--- config.mk ---
export PLATFORM = sky130hd
export DESIGN_NAME = one_bit_speaker_to_pcm_unit
export DESIGN_NICKNAME = d
export VERILOG_FILES = /design/src/sv/obs_pcm_pkg.sv /design/src/sv/obs_pcm_cfg.sv /design/src/sv/obs_pcm_core.sv /design/src/sv/one_bit_speaker_to_pcm_unit.sv
export SDC_FILE = /design/constraint.sdc
export NUM_CORES = 1
export LEC_CHECK = 0
export ABC_AREA = 1
export BUFFER_PORTS_ARGS = -buffer_cell sky130_fd_sc_hd__buf_2
export CAP_MARGIN = 20
export CORE_MARGIN = 1
export CORE_UTILIZATION = 50
export DETAILED_ROUTE_END_ITERATION = 7
export HOLD_SLACK_MARGIN = 0.15
export PLACE_DENSITY = 0.64
export SETUP_SLACK_MARGIN = 0.05
export SYNTH_ARGS = -nofsm -noshare
export SYNTH_HDL_FRONTEND = slang
export SYNTH_HIERARCHICAL = 1
export SYNTH_SLANG_ARGS = --single-unit
--- constraint.sdc ---
create_clock -name i_clk -period 11.7 [get_ports i_clk]
set_clock_uncertainty 0.05 [all_clocks]
set_input_delay 2.34 -clock i_clk [delete_from_list [all_inputs] [get_ports i_clk]]
set_output_delay 2.34 -clock i_clk [all_outputs]
set_load 0.03 [all_outputs]
--- src/sv/obs_pcm_pkg.sv ---
// ----------------------------------------------------------------------------
// obs_pcm_pkg
// shared types and constants for the one-bit speaker to pcm unit
// ----------------------------------------------------------------------------
package obs_pcm_pkg;

    localparam int RATE_W   = 18;
    localparam int FREQ_W   = 24;
    localparam int AMP_W    = 15;
    localparam int CAP_W    = 16;
    localparam int SAMPLE_W = 16;
    localparam int CFG_IDX_W  = 2;
    localparam int CFG_DATA_W = 24;

    localparam logic [RATE_W-1:0] RESET_SAMPLE_RATE   = RATE_W'(44100);
    localparam logic [FREQ_W-1:0] RESET_CPU_FREQUENCY = FREQ_W'(1023000);
    localparam logic [AMP_W-1:0]  RESET_AMPLITUDE     = AMP_W'(8000);
    localparam logic [CAP_W-1:0]  RESET_FRAME_CAP     = CAP_W'(8192);

    typedef enum logic [CFG_IDX_W-1:0] {
        CFG_SAMPLE_RATE   = 2'd0,
        CFG_CPU_FREQUENCY = 2'd1,
        CFG_AMPLITUDE     = 2'd2,
        CFG_FRAME_CAP     = 2'd3
    } t_cfg_idx;

    typedef struct packed {
        logic [RATE_W-1:0] sample_rate;
        logic [FREQ_W-1:0] cpu_frequency;
        logic [AMP_W-1:0]  amplitude;
        logic [CAP_W-1:0]  frame_sample_cap;
    } t_cfg;

    typedef struct packed {
        logic                       produce;
        logic                       has_sample;
        logic signed [SAMPLE_W-1:0] sample;
        logic                       last_of_frame;
    } t_result;

endpackage

--- src/sv/obs_pcm_cfg.sv ---
// ----------------------------------------------------------------------------
// obs_pcm_cfg
// configuration register file, written through a plain write port
// ----------------------------------------------------------------------------
module obs_pcm_cfg (
    input  logic                                i_clk,
    input  logic                                i_rst_n,
    input  logic                                i_cfg_we,
    input  logic [obs_pcm_pkg::CFG_IDX_W-1:0]   i_cfg_index,
    input  logic [obs_pcm_pkg::CFG_DATA_W-1:0]  i_cfg_wdata,
    output obs_pcm_pkg::t_cfg                   o_cfg
);

    obs_pcm_pkg::t_cfg r_cfg;
    obs_pcm_pkg::t_cfg n_cfg;

    always_comb begin
        n_cfg = r_cfg;
        if (i_cfg_we) begin
            unique case (obs_pcm_pkg::t_cfg_idx'(i_cfg_index))
                obs_pcm_pkg::CFG_SAMPLE_RATE:
                    n_cfg.sample_rate = i_cfg_wdata[obs_pcm_pkg::RATE_W-1:0];
                obs_pcm_pkg::CFG_CPU_FREQUENCY:
                    n_cfg.cpu_frequency = i_cfg_wdata[obs_pcm_pkg::FREQ_W-1:0];
                obs_pcm_pkg::CFG_AMPLITUDE:
                    n_cfg.amplitude = i_cfg_wdata[obs_pcm_pkg::AMP_W-1:0];
                obs_pcm_pkg::CFG_FRAME_CAP:
                    n_cfg.frame_sample_cap = i_cfg_wdata[obs_pcm_pkg::CAP_W-1:0];
                default: n_cfg = r_cfg;
            endcase
        end
    end

    always_ff @(posedge i_clk) begin
        if (!i_rst_n) begin
            r_cfg.sample_rate      <= obs_pcm_pkg::RESET_SAMPLE_RATE;
            r_cfg.cpu_frequency    <= obs_pcm_pkg::RESET_CPU_FREQUENCY;
            r_cfg.amplitude        <= obs_pcm_pkg::RESET_AMPLITUDE;
            r_cfg.frame_sample_cap <= obs_pcm_pkg::RESET_FRAME_CAP;
        end else begin
            r_cfg <= n_cfg;
        end
    end

    assign o_cfg = r_cfg;

endmodule

--- src/sv/obs_pcm_core.sv ---
// ----------------------------------------------------------------------------
// obs_pcm_core
// phase accumulator, per-frame sample counter and speaker level
// ----------------------------------------------------------------------------
module obs_pcm_core (
    input  logic                 i_clk,
    input  logic                 i_rst_n,
    input  logic                 i_advance,
    input  logic                 i_toggle,
    input  logic                 i_frame_end,
    input  obs_pcm_pkg::t_cfg    i_cfg,
    output obs_pcm_pkg::t_result o_result
);

    localparam int FW = obs_pcm_pkg::FREQ_W;

    logic                            r_level;
    logic [FW-1:0]                   r_phase;
    logic [obs_pcm_pkg::CAP_W-1:0]   r_count;

    logic                            n_level;
    logic [FW-1:0]                   n_phase;
    logic [obs_pcm_pkg::CAP_W-1:0]   n_count;

    logic [FW-1:0]                   freq;
    logic [FW:0]                     sum;
    logic [FW:0]                     diff;
    logic                            tick;
    logic                            emit;
    logic [obs_pcm_pkg::SAMPLE_W-1:0] amp_ext;

    always_comb begin
        // zero frequency behaves as one
        freq    = (i_cfg.cpu_frequency == '0) ? FW'(1) : i_cfg.cpu_frequency;
        sum     = {1'b0, r_phase} + (FW+1)'(i_cfg.sample_rate);
        tick    = (sum >= {1'b0, freq});
        diff    = sum - {1'b0, freq};
        emit    = tick && (r_count < i_cfg.frame_sample_cap);
        amp_ext = obs_pcm_pkg::SAMPLE_W'(i_cfg.amplitude);

        if (!tick) begin
            n_phase = sum[FW-1:0];
        end else if (diff >= {1'b0, freq}) begin
            // remainder still not below frequency: saturate one short of the wrap
            n_phase = freq - FW'(1);
        end else begin
            n_phase = diff[FW-1:0];
        end
        n_count = emit ? r_count + obs_pcm_pkg::CAP_W'(1) : r_count;
        if (i_frame_end) begin
            n_phase = '0;
            n_count = '0;
        end
        n_level = r_level ^ i_toggle;

        o_result.produce       = emit || i_frame_end;
        o_result.has_sample    = emit;
        o_result.last_of_frame = i_frame_end;
        if (!emit) begin
            o_result.sample = '0;
        end else if (r_level) begin
            o_result.sample = $signed(amp_ext);
        end else begin
            o_result.sample = $signed(obs_pcm_pkg::SAMPLE_W'(0) - amp_ext);
        end
    end

    always_ff @(posedge i_clk) begin
        if (!i_rst_n) begin
            r_level <= 1'b0;
            r_phase <= '0;
            r_count <= '0;
        end else if (i_advance) begin
            r_level <= n_level;
            r_phase <= n_phase;
            r_count <= n_count;
        end
    end

    a_frame_clears: assert property (@(posedge i_clk) disable iff (!i_rst_n)
        i_advance && i_frame_end |=> r_phase == '0 && r_count == '0)
        else $error("frame end did not clear phase and count");

    a_toggle_flips: assert property (@(posedge i_clk) disable iff (!i_rst_n)
        i_advance && i_toggle |=> r_level != $past(r_level))
        else $error("toggle did not flip speaker level");

    a_count_steps: assert property (@(posedge i_clk) disable iff (!i_rst_n)
        i_advance && !i_frame_end && !o_result.has_sample |=> $stable(r_count))
        else $error("sample count moved without a sample");

    a_idle_holds: assert property (@(posedge i_clk) disable iff (!i_rst_n)
        !i_advance |=> $stable(r_phase) && $stable(r_level))
        else $error("state moved without an item");

endmodule

--- src/sv/one_bit_speaker_to_pcm_unit.sv ---
// ----------------------------------------------------------------------------
// one_bit_speaker_to_pcm_unit
// resamples a one-bit speaker level, one request per cpu tick, into pcm
// ----------------------------------------------------------------------------
//  channel   handshake              payload
//  ------    ---------------------  ----------------------------------------
//  in        i_valid / o_ready      i_toggle, i_frame_end
//  out       o_valid / i_ready      o_has_sample, o_sample, o_last_of_frame
//  config    i_cfg_we (no wait)     i_cfg_index, i_cfg_wdata
//
//  one request per cycle sustained while the result slot is free; input
//  register feeds the phase update, result register holds the output
//  the phase/count/level loop closes with one add, one subtract and
//  two compares on the phase, one compare and one increment on the count
//  reset (synchronous, active low) clears state and both valids, presets config
//  a stalled result blocks the input register only; ticks with no sample
//  and no frame end leave no result but still wait for a free output slot
// ----------------------------------------------------------------------------
module one_bit_speaker_to_pcm_unit (
    input  logic                                       i_clk,
    input  logic                                       i_rst_n,
    // input requests
    input  logic                                       i_valid,
    output logic                                       o_ready,
    input  logic                                       i_toggle,
    input  logic                                       i_frame_end,
    // result requests
    output logic                                       o_valid,
    input  logic                                       i_ready,
    output logic                                       o_has_sample,
    output logic signed [obs_pcm_pkg::SAMPLE_W-1:0]    o_sample,
    output logic                                       o_last_of_frame,
    // configuration
    input  logic                                       i_cfg_we,
    input  logic [obs_pcm_pkg::CFG_IDX_W-1:0]          i_cfg_index,
    input  logic [obs_pcm_pkg::CFG_DATA_W-1:0]         i_cfg_wdata
);

    obs_pcm_pkg::t_cfg    cfg;
    obs_pcm_pkg::t_result core_result;

    // input register
    logic r_in_valid;
    logic r_in_toggle;
    logic r_in_frame_end;

    // result register
    logic                 r_out_valid;
    obs_pcm_pkg::t_result r_out;

    logic out_free;
    logic advance;
    logic in_take;

    // the result slot is free when empty or being drained this cycle
    assign out_free = !r_out_valid || i_ready;
    // the held request moves through the core only with room for its result
    assign advance  = r_in_valid && out_free;
    assign o_ready  = !r_in_valid || out_free;
    assign in_take  = i_valid && o_ready;

    obs_pcm_cfg u_cfg (
        .i_clk       (i_clk),
        .i_rst_n     (i_rst_n),
        .i_cfg_we    (i_cfg_we),
        .i_cfg_index (i_cfg_index),
        .i_cfg_wdata (i_cfg_wdata),
        .o_cfg       (cfg)
    );

    obs_pcm_core u_core (
        .i_clk       (i_clk),
        .i_rst_n     (i_rst_n),
        .i_advance   (advance),
        .i_toggle    (r_in_toggle),
        .i_frame_end (r_in_frame_end),
        .i_cfg       (cfg),
        .o_result    (core_result)
    );

    // input register: loads whenever a request is accepted
    always_ff @(posedge i_clk) begin
        if (!i_rst_n) begin
            r_in_valid <= 1'b0;
        end else if (o_ready) begin
            r_in_valid <= i_valid;
        end
    end

    always_ff @(posedge i_clk) begin
        if (in_take) begin
            r_in_toggle    <= i_toggle;
            r_in_frame_end <= i_frame_end;
        end
    end

    // result register: filled only by ticks that produce a result
    always_ff @(posedge i_clk) begin
        if (!i_rst_n) begin
            r_out_valid <= 1'b0;
        end else if (out_free) begin
            r_out_valid <= advance && core_result.produce;
        end
    end

    always_ff @(posedge i_clk) begin
        if (advance && core_result.produce) begin
            r_out <= core_result;
        end
    end

    assign o_valid         = r_out_valid;
    assign o_has_sample    = r_out.has_sample;
    assign o_sample        = r_out.sample;
    assign o_last_of_frame = r_out.last_of_frame;

    a_result_meaningful: assert property (@(posedge i_clk) disable iff (!i_rst_n)
        r_out_valid |-> r_out.has_sample || r_out.last_of_frame)
        else $error("result carries neither sample nor frame end");

    a_empty_sample_zero: assert property (@(posedge i_clk) disable iff (!i_rst_n)
        r_out_valid && !r_out.has_sample |-> r_out.sample == '0)
        else $error("non-zero sample without sample flag");

    a_stall_holds_input: assert property (@(posedge i_clk) disable iff (!i_rst_n)
        r_in_valid && !out_free |=> r_in_valid && $stable(r_in_toggle)
            && $stable(r_in_frame_end))
        else $error("held request lost during result stall");

endmodule

==> impl_metrics.yaml, run 1 <==
yosys:
  avgSynthCellArea_um2: 6.41
  seq_area_frac_synth: 0.275
  synth_warnings: 6
  synth_cell_types: 45
  syn_nets: 1778
  ys_seq_elements: 136
  synth_edf_count: 20
  synth.most_common_cell: "nand2_1"
  synthCells: 1659
  synthTopCellsByCount: "416 x nand2_1, 251 x nor2_1, 212 x inv_1"
  synth_area_leader_cell: "dfxtp_1"
  yosysTopAreaCellShare: 0.219
  synthArstFlopShare: 0
  synthTopCellsByArea: "dfxtp_1 22%, nand2_1 15%, ha_1 9.9%, nor2_1 8.9%, inv_1 7.5%"
  synthesis.area_um2: 10600
  ys.flop_type: "dfxtp_1"
worst_hold_path:
  hp-class: "reg -> reg"
  whs_path_depth: 2
critical_path:
  crit_type: "reg -> reg"
  cp_data_arrival_time_ns: 5.88
  path_common_cell: "nand2_1"
  cp_slowest_cell: "a21boi_0"
  rr_worst_depth: 33
  critical_path_buf_inv_count: 3
  path_max_fanout: 24
  startpoint_type: "register"
  end_kind: "register"
  cp.depth: 33
  crit_family: "simple AND/OR/NAND/NOR gates"
  max_stage_delay_ns: 0.39
  cp.required_ns: 11.94
drt:
  vias_per_cell: 5.37
  detail-route-antenna-nets: 0
  first_pass_iters: 6
  drc: 0
  dr.first_iter.drc_count: 900
  drt_wl_total_mm: 31.6
  wl_per_cell_um: 16.1
  vias: 10566
timing:
  period_share: 0.482
  timing.final.crit_period_ns: 5.64
  hold_viol: 0
  tightest_slew_ns: 0.897
  rsz0062_at_grt: "no"
  max_slew_margin: 0.400
  clock.fmax_mhz: 177
  hold_slack_ns: 0.430
  finalMaxSlewViolations: 0
  setup_violations: 0
  setup_tns_ns: 0
die:
  dieArea_um2: 21800
  chipWidth_um: 148
  core.rowCount: 52
  core_um2: 20600
  initial_core_util: 0.517
  die-height_um: 148
  ioPinCount: 53
placed_design:
  gp_congestion: 0.965
  dpl.hpwl_mm: 24.6
  numPortBuffers: 52
finish:
  layout-drive-gt1-share: 0.0695
  regArea_um2: 2920
  multi_input_area_um2: 6620
  fillCellCount: 2129
  area_growth_pct: 9.00
  nets: 1804
  n_antenna_cell: 0
global_routing:
  grt_pass1_vias: 9773
  track_usage: 0.298
  antenna_found_initial: 0
  grt_first_pass_wirelength_mm: 50.3
  overflow: 0
  grt_max_degree: 79
clock_network:
  clk_pin_slew_ns: 0.07
  clockBufferDepth: 2
  cts_root_buf: "clkbuf_16"
  numCtsBuffers: 17
  postCtsResizedCells: 0
  cts_tree: "yes"
  post_cts_buffers: 0
  clock-sinks: 136
  cts_max_level: 4
  clk_latency_ns: 0.43
  ctsHoldBuffers: 0
job:
  max_cap_violations: 0
power:
  ir_drop_v: 0.000104
  p_per_area_nw_per_um2: 118
  total_leakage_power_uw: 0.00573
  finalPower_uw: 1360
outcome:
  status: "finished clean"
## cells by family (layout without fill, tap and decap cells)
kind of cell / after synthesis / in the layout / synth area share
adder cells (fa/ha/maj): 86 / 86 / 0.103
buffers and inverters: 268 / 307 / 0.103
AO/OA/AOI/OAI: 199 / 199 / 0.102
XOR/XNOR: 82 / 82 / 0.0676
AND/OR/NAND/NOR: 888 / 888 / 0.349
flip-flops: 136 / 136 / 0.275
## registers in the layout, indices dropped and copies added, names as in the netlist
signal and cells:
u_cfg/o_cfg 73, u_core/r_phase 24, o_sample 16, u_core/r_count 16
o_has_sample 1, o_last_of_frame 1, o_valid 1, r_in_frame_end 1
r_in_toggle 1, r_in_valid 1, u_core/r_level 1
## power by group
group          leakage, uW  internal [uW]  switching (uW)
Clock             0.000273            298             233
Sequential         0.00114            490            18.0
Combinational      0.00432            107             217
## metrics by stage
stage	cell area [um2]	util	std cells	setup slack, ns
3_5_place_dp	11000	0.535	1934	6.18
5_1_grt	11600	0.563	1968	5.55
6_report	11600	0.563	1968	6.06
4_1_cts	11600	0.562	1966	6.15
2_1_floorplan	10600	-	1659	6.63
3_3_place_gp	11000	0.535	1934	6.25
## worst register-to-register path, delay by kind of cell, from the launching register on
family                     cells  cell delay (ns)
and+or+nand+nor               18             2.02
adders and majority gates      3             1.04
xor gates and xnor gates       2             0.38
buffers and inverters          3             0.45
AOI/OAI and AO/OA              7             1.25
DFF                            1             0.33
## cell usage in the layout (no fill, tap or decap), drive strengths merged, types with 2 or more instances in the layout
master    instances
a21boi            4
nor4              5
nor3             22
nor2            253
dfxtp           116
a21oi           121
o211ai            2
xnor2            16
nor3b             2
ha               84
nand2           425
a21o              4
buf              61
or2               3
edfxtp           20
a31oi             3
o21ai            56
xor2             66
fa                2
o21bai            3
clkinvlp          2
inv             221
nand3           152
clkinv            4
o31ai             2
nand3b            2
a211oi            2
clkbuf           18
nand4            24
## final timing paths
path	from	slack [ns]	to
setup / recovery	u_cfg/o_cfg[57]	6.06	u_core/r_phase[0]
hold / removal	u_cfg/o_cfg[66]	0.43	u_cfg/o_cfg[66]
setup reg to reg	u_cfg/o_cfg[57]	6.06	u_core/r_phase[0]
hold reg to reg	u_cfg/o_cfg[66]	0.43	u_cfg/o_cfg[66]
## final cells by class
class | instances | area share
timing repair buffer | 61 | 0.0290
clock inverter | 14 | 0.0120
clock buffer | 18 | 0.0371
tap | 270 | 0.0292
sequential | 136 | 0.252
multi-input combinational | 1255 | 0.571
inverter | 214 | 0.0694
## metal layers
metal | wire [um] | track usage | part of all wire | up-vias
li1 | - | - | - | 5366
met1 | 14000 | 0.368 | 0.44 | 4837
met2 | 14800 | 0.510 | 0.47 | 299
met3 | 1390 | 0.0355 | 0.044 | 64
met4 | 1410 | 0.150 | 0.045 | 0
met5 | 0 | 0 | 0 | -
(Power assumes the default switching activity.)
==> inputs of run 2 (changes only) <==
==> constraint.sdc (replaced) <==
create_clock -name i_clk -period 5.2 [get_ports i_clk]
set_clock_uncertainty 0.05 [all_clocks]
set_input_delay 1.04 -clock i_clk [delete_from_list [all_inputs] [get_ports i_clk]]
set_output_delay 1.04 -clock i_clk [all_outputs]
set_load 0.03 [all_outputs]
==> impl_metrics.yaml, run 2 (synthesis gave the netlist of run 1 again) <==
timing:
  setup_violations: 0
  hold_viol: 0
  setup_tns_ns: 0
  clock.fmax_mhz: 200
  tightest_slew_ns: 0.827
  timing.final.crit_period_ns: 5.00
  hold_slack_ns: 0.430
  max_slew_margin: 0.447
  period_share: 0.961
  finalMaxSlewViolations: 0
placed_design:
  gp_congestion: 0.969
  dp_cells: 1982
  dpl.hpwl_mm: 25.0
  numPortBuffers: 52
power:
  internal-power_uw: 2110
  pwr-share-clk: 0.377
  p_per_area_nw_per_um2: 258
  total_leakage_power_uw: 0.00607
  ir_drop_v: 0.000197
  p_comb_frac: 0.268
  power_frac_seq: 0.355
  swShare: 0.346
  finalPower_uw: 3220
  p_sw_uw: 1110
critical_path:
  critical_path_buf_inv_count: 2
  cp_slowest_cell: "fa_2"
  path_common_cell: "nand2_1"
  rr_worst_depth: 32
  end_kind: "register"
  r2r_setup_slack_ns: 0.20
  r2r_end: "u_core/r_phase[14]"
  crit_type: "reg -> reg"
  cp.depth: 32
  max_stage_delay_ns: 0.35
  regToRegStartpoint: "u_cfg/o_cfg[55]"
  crit_end: "u_core/r_phase[14]"
  cp.required_ns: 5.44
  startpoint_type: "register"
  path_max_fanout: 12
  crit_start: "u_cfg/o_cfg[55]"
  cp_data_arrival_time_ns: 5.24
  crit_family: "simple AND/OR/NAND/NOR gates"
clock_network:
  clock-sinks: 136
  ctsHoldBuffers: 0
  clk_pin_slew_ns: 0.06
  numCtsBuffers: 17
  cts_tree: "yes"
  cts_root_buf: "clkbuf_16"
  cts_max_level: 4
  clk_latency_ns: 0.42
  clockBufferDepth: 2
job:
  max_cap_violations: 0
drt:
  vias: 10770
  drc: 0
  drt_wl_total_mm: 32.9
  detail-route-antenna-nets: 0
  vias_per_cell: 5.32
  first_pass_iters: 7
  wl_per_cell_um: 16.2
  dr.first_iter.drc_count: 673
finish:
  area_growth_pct: 17.6
  nets: 1859
  largest_reg_flops: 73
  stdcell_count: 2023
  layout_common_cells: "411 x nand2_1, 239 x nor2_1, 212 x inv_1"
  fillCellCount: 2018
  n_antenna_cell: 0
  layout-drive-gt1-share: 0.141
  final_common_cell: "nand2_1"
global_routing:
  grt_first_pass_wirelength_mm: 50.7
  antenna_found_initial: 0
  grt_max_degree: 79
  track_usage: 0.298
  grt_pass1_vias: 9893
  overflow: 0
die:
  dieArea_um2: 21800
  chipWidth_um: 148
  core.rowCount: 52
  ioPinCount: 53
  core_um2: 20600
  initial_core_util: 0.517
  die-height_um: 148
outcome:
  status: "finished clean"
worst_hold_path:
  hp-class: "reg -> reg"
## run 2: area by class of cell
class                           count  area, um2  area share
Multi-Input combinational cell   1256       7060       0.565
Tap cell                          270        338      0.0270
Sequential cell                   136       2930       0.234
Clock inverter                     15        163      0.0130
Inverter                          214        803      0.0643
Clock buffer                       17        425      0.0340
Timing Repair Buffer              115        783      0.0627
## run 2: through the flow
stage	cell area (um2)	util	setup slack (ns)
global route	12500	0.608	-0.0582
floorplan	10600	-	0.212
finish	12500	0.608	0.203
CTS	12000	0.582	0.0895
global placement	11400	0.553	0.0388
detailed placement	11400	0.553	0.0443
## run 2: metal layers
layer  part of all wire  GRT usage  vias up  wire (um)
met2               0.47      0.508      348      15400
li1                   -          -     5467          -
met1               0.43      0.372     4876      14300
met3              0.049     0.0377       79       1600
met5                  0          0        -          0
met4              0.047      0.141        0       1560
## run 2: how the worst min path moves through the flow
stage	slack, ns	to	cells after the start	start
5_1_grt	0.45	u_core/r_phase[23]	2	u_core/r_phase[23]
4_1_cts	0.43	u_core/r_phase[0]	2	u_core/r_phase[0]
3_5_place_dp	0.42	u_cfg/o_cfg[65]	2	u_cfg/o_cfg[65]
6_report	0.43	u_core/r_phase[23]	2	u_core/r_phase[23]
3_3_place_gp	0.41	u_cfg/o_cfg[66]	2	u_cfg/o_cfg[66]
2_1_floorplan	0.39	u_cfg/o_cfg[57]	2	u_cfg/o_cfg[57]
## run 2: timing repair
action                     CTS  global route
pin swaps                    0            16
setup endpoints to repair   24            24
setup buffers                0             6
gates cloned                 0             2
resized for setup            1            80
## run 2: worst min-delay path, delay by kind of cell (launching register included)
kind / cells / cell delay (ns)
flops: 1 / 0.32
simple gates: 1 / 0.06
compound gates: 1 / 0.05
## run 2: power by group through the flow
| stage | sequential [uW] | clock [uW] | combinational (uW) |
|---|---|---|---|
| floorplan | 1150 | 0 | 518 |
| global placement | 1160 | 0 | 769 |
| detailed placement | 1160 | 0 | 771 |
| CTS | 1140 | 1240 | 775 |
| global route | 1150 | 1280 | 951 |
| finish | 1140 | 1210 | 863 |
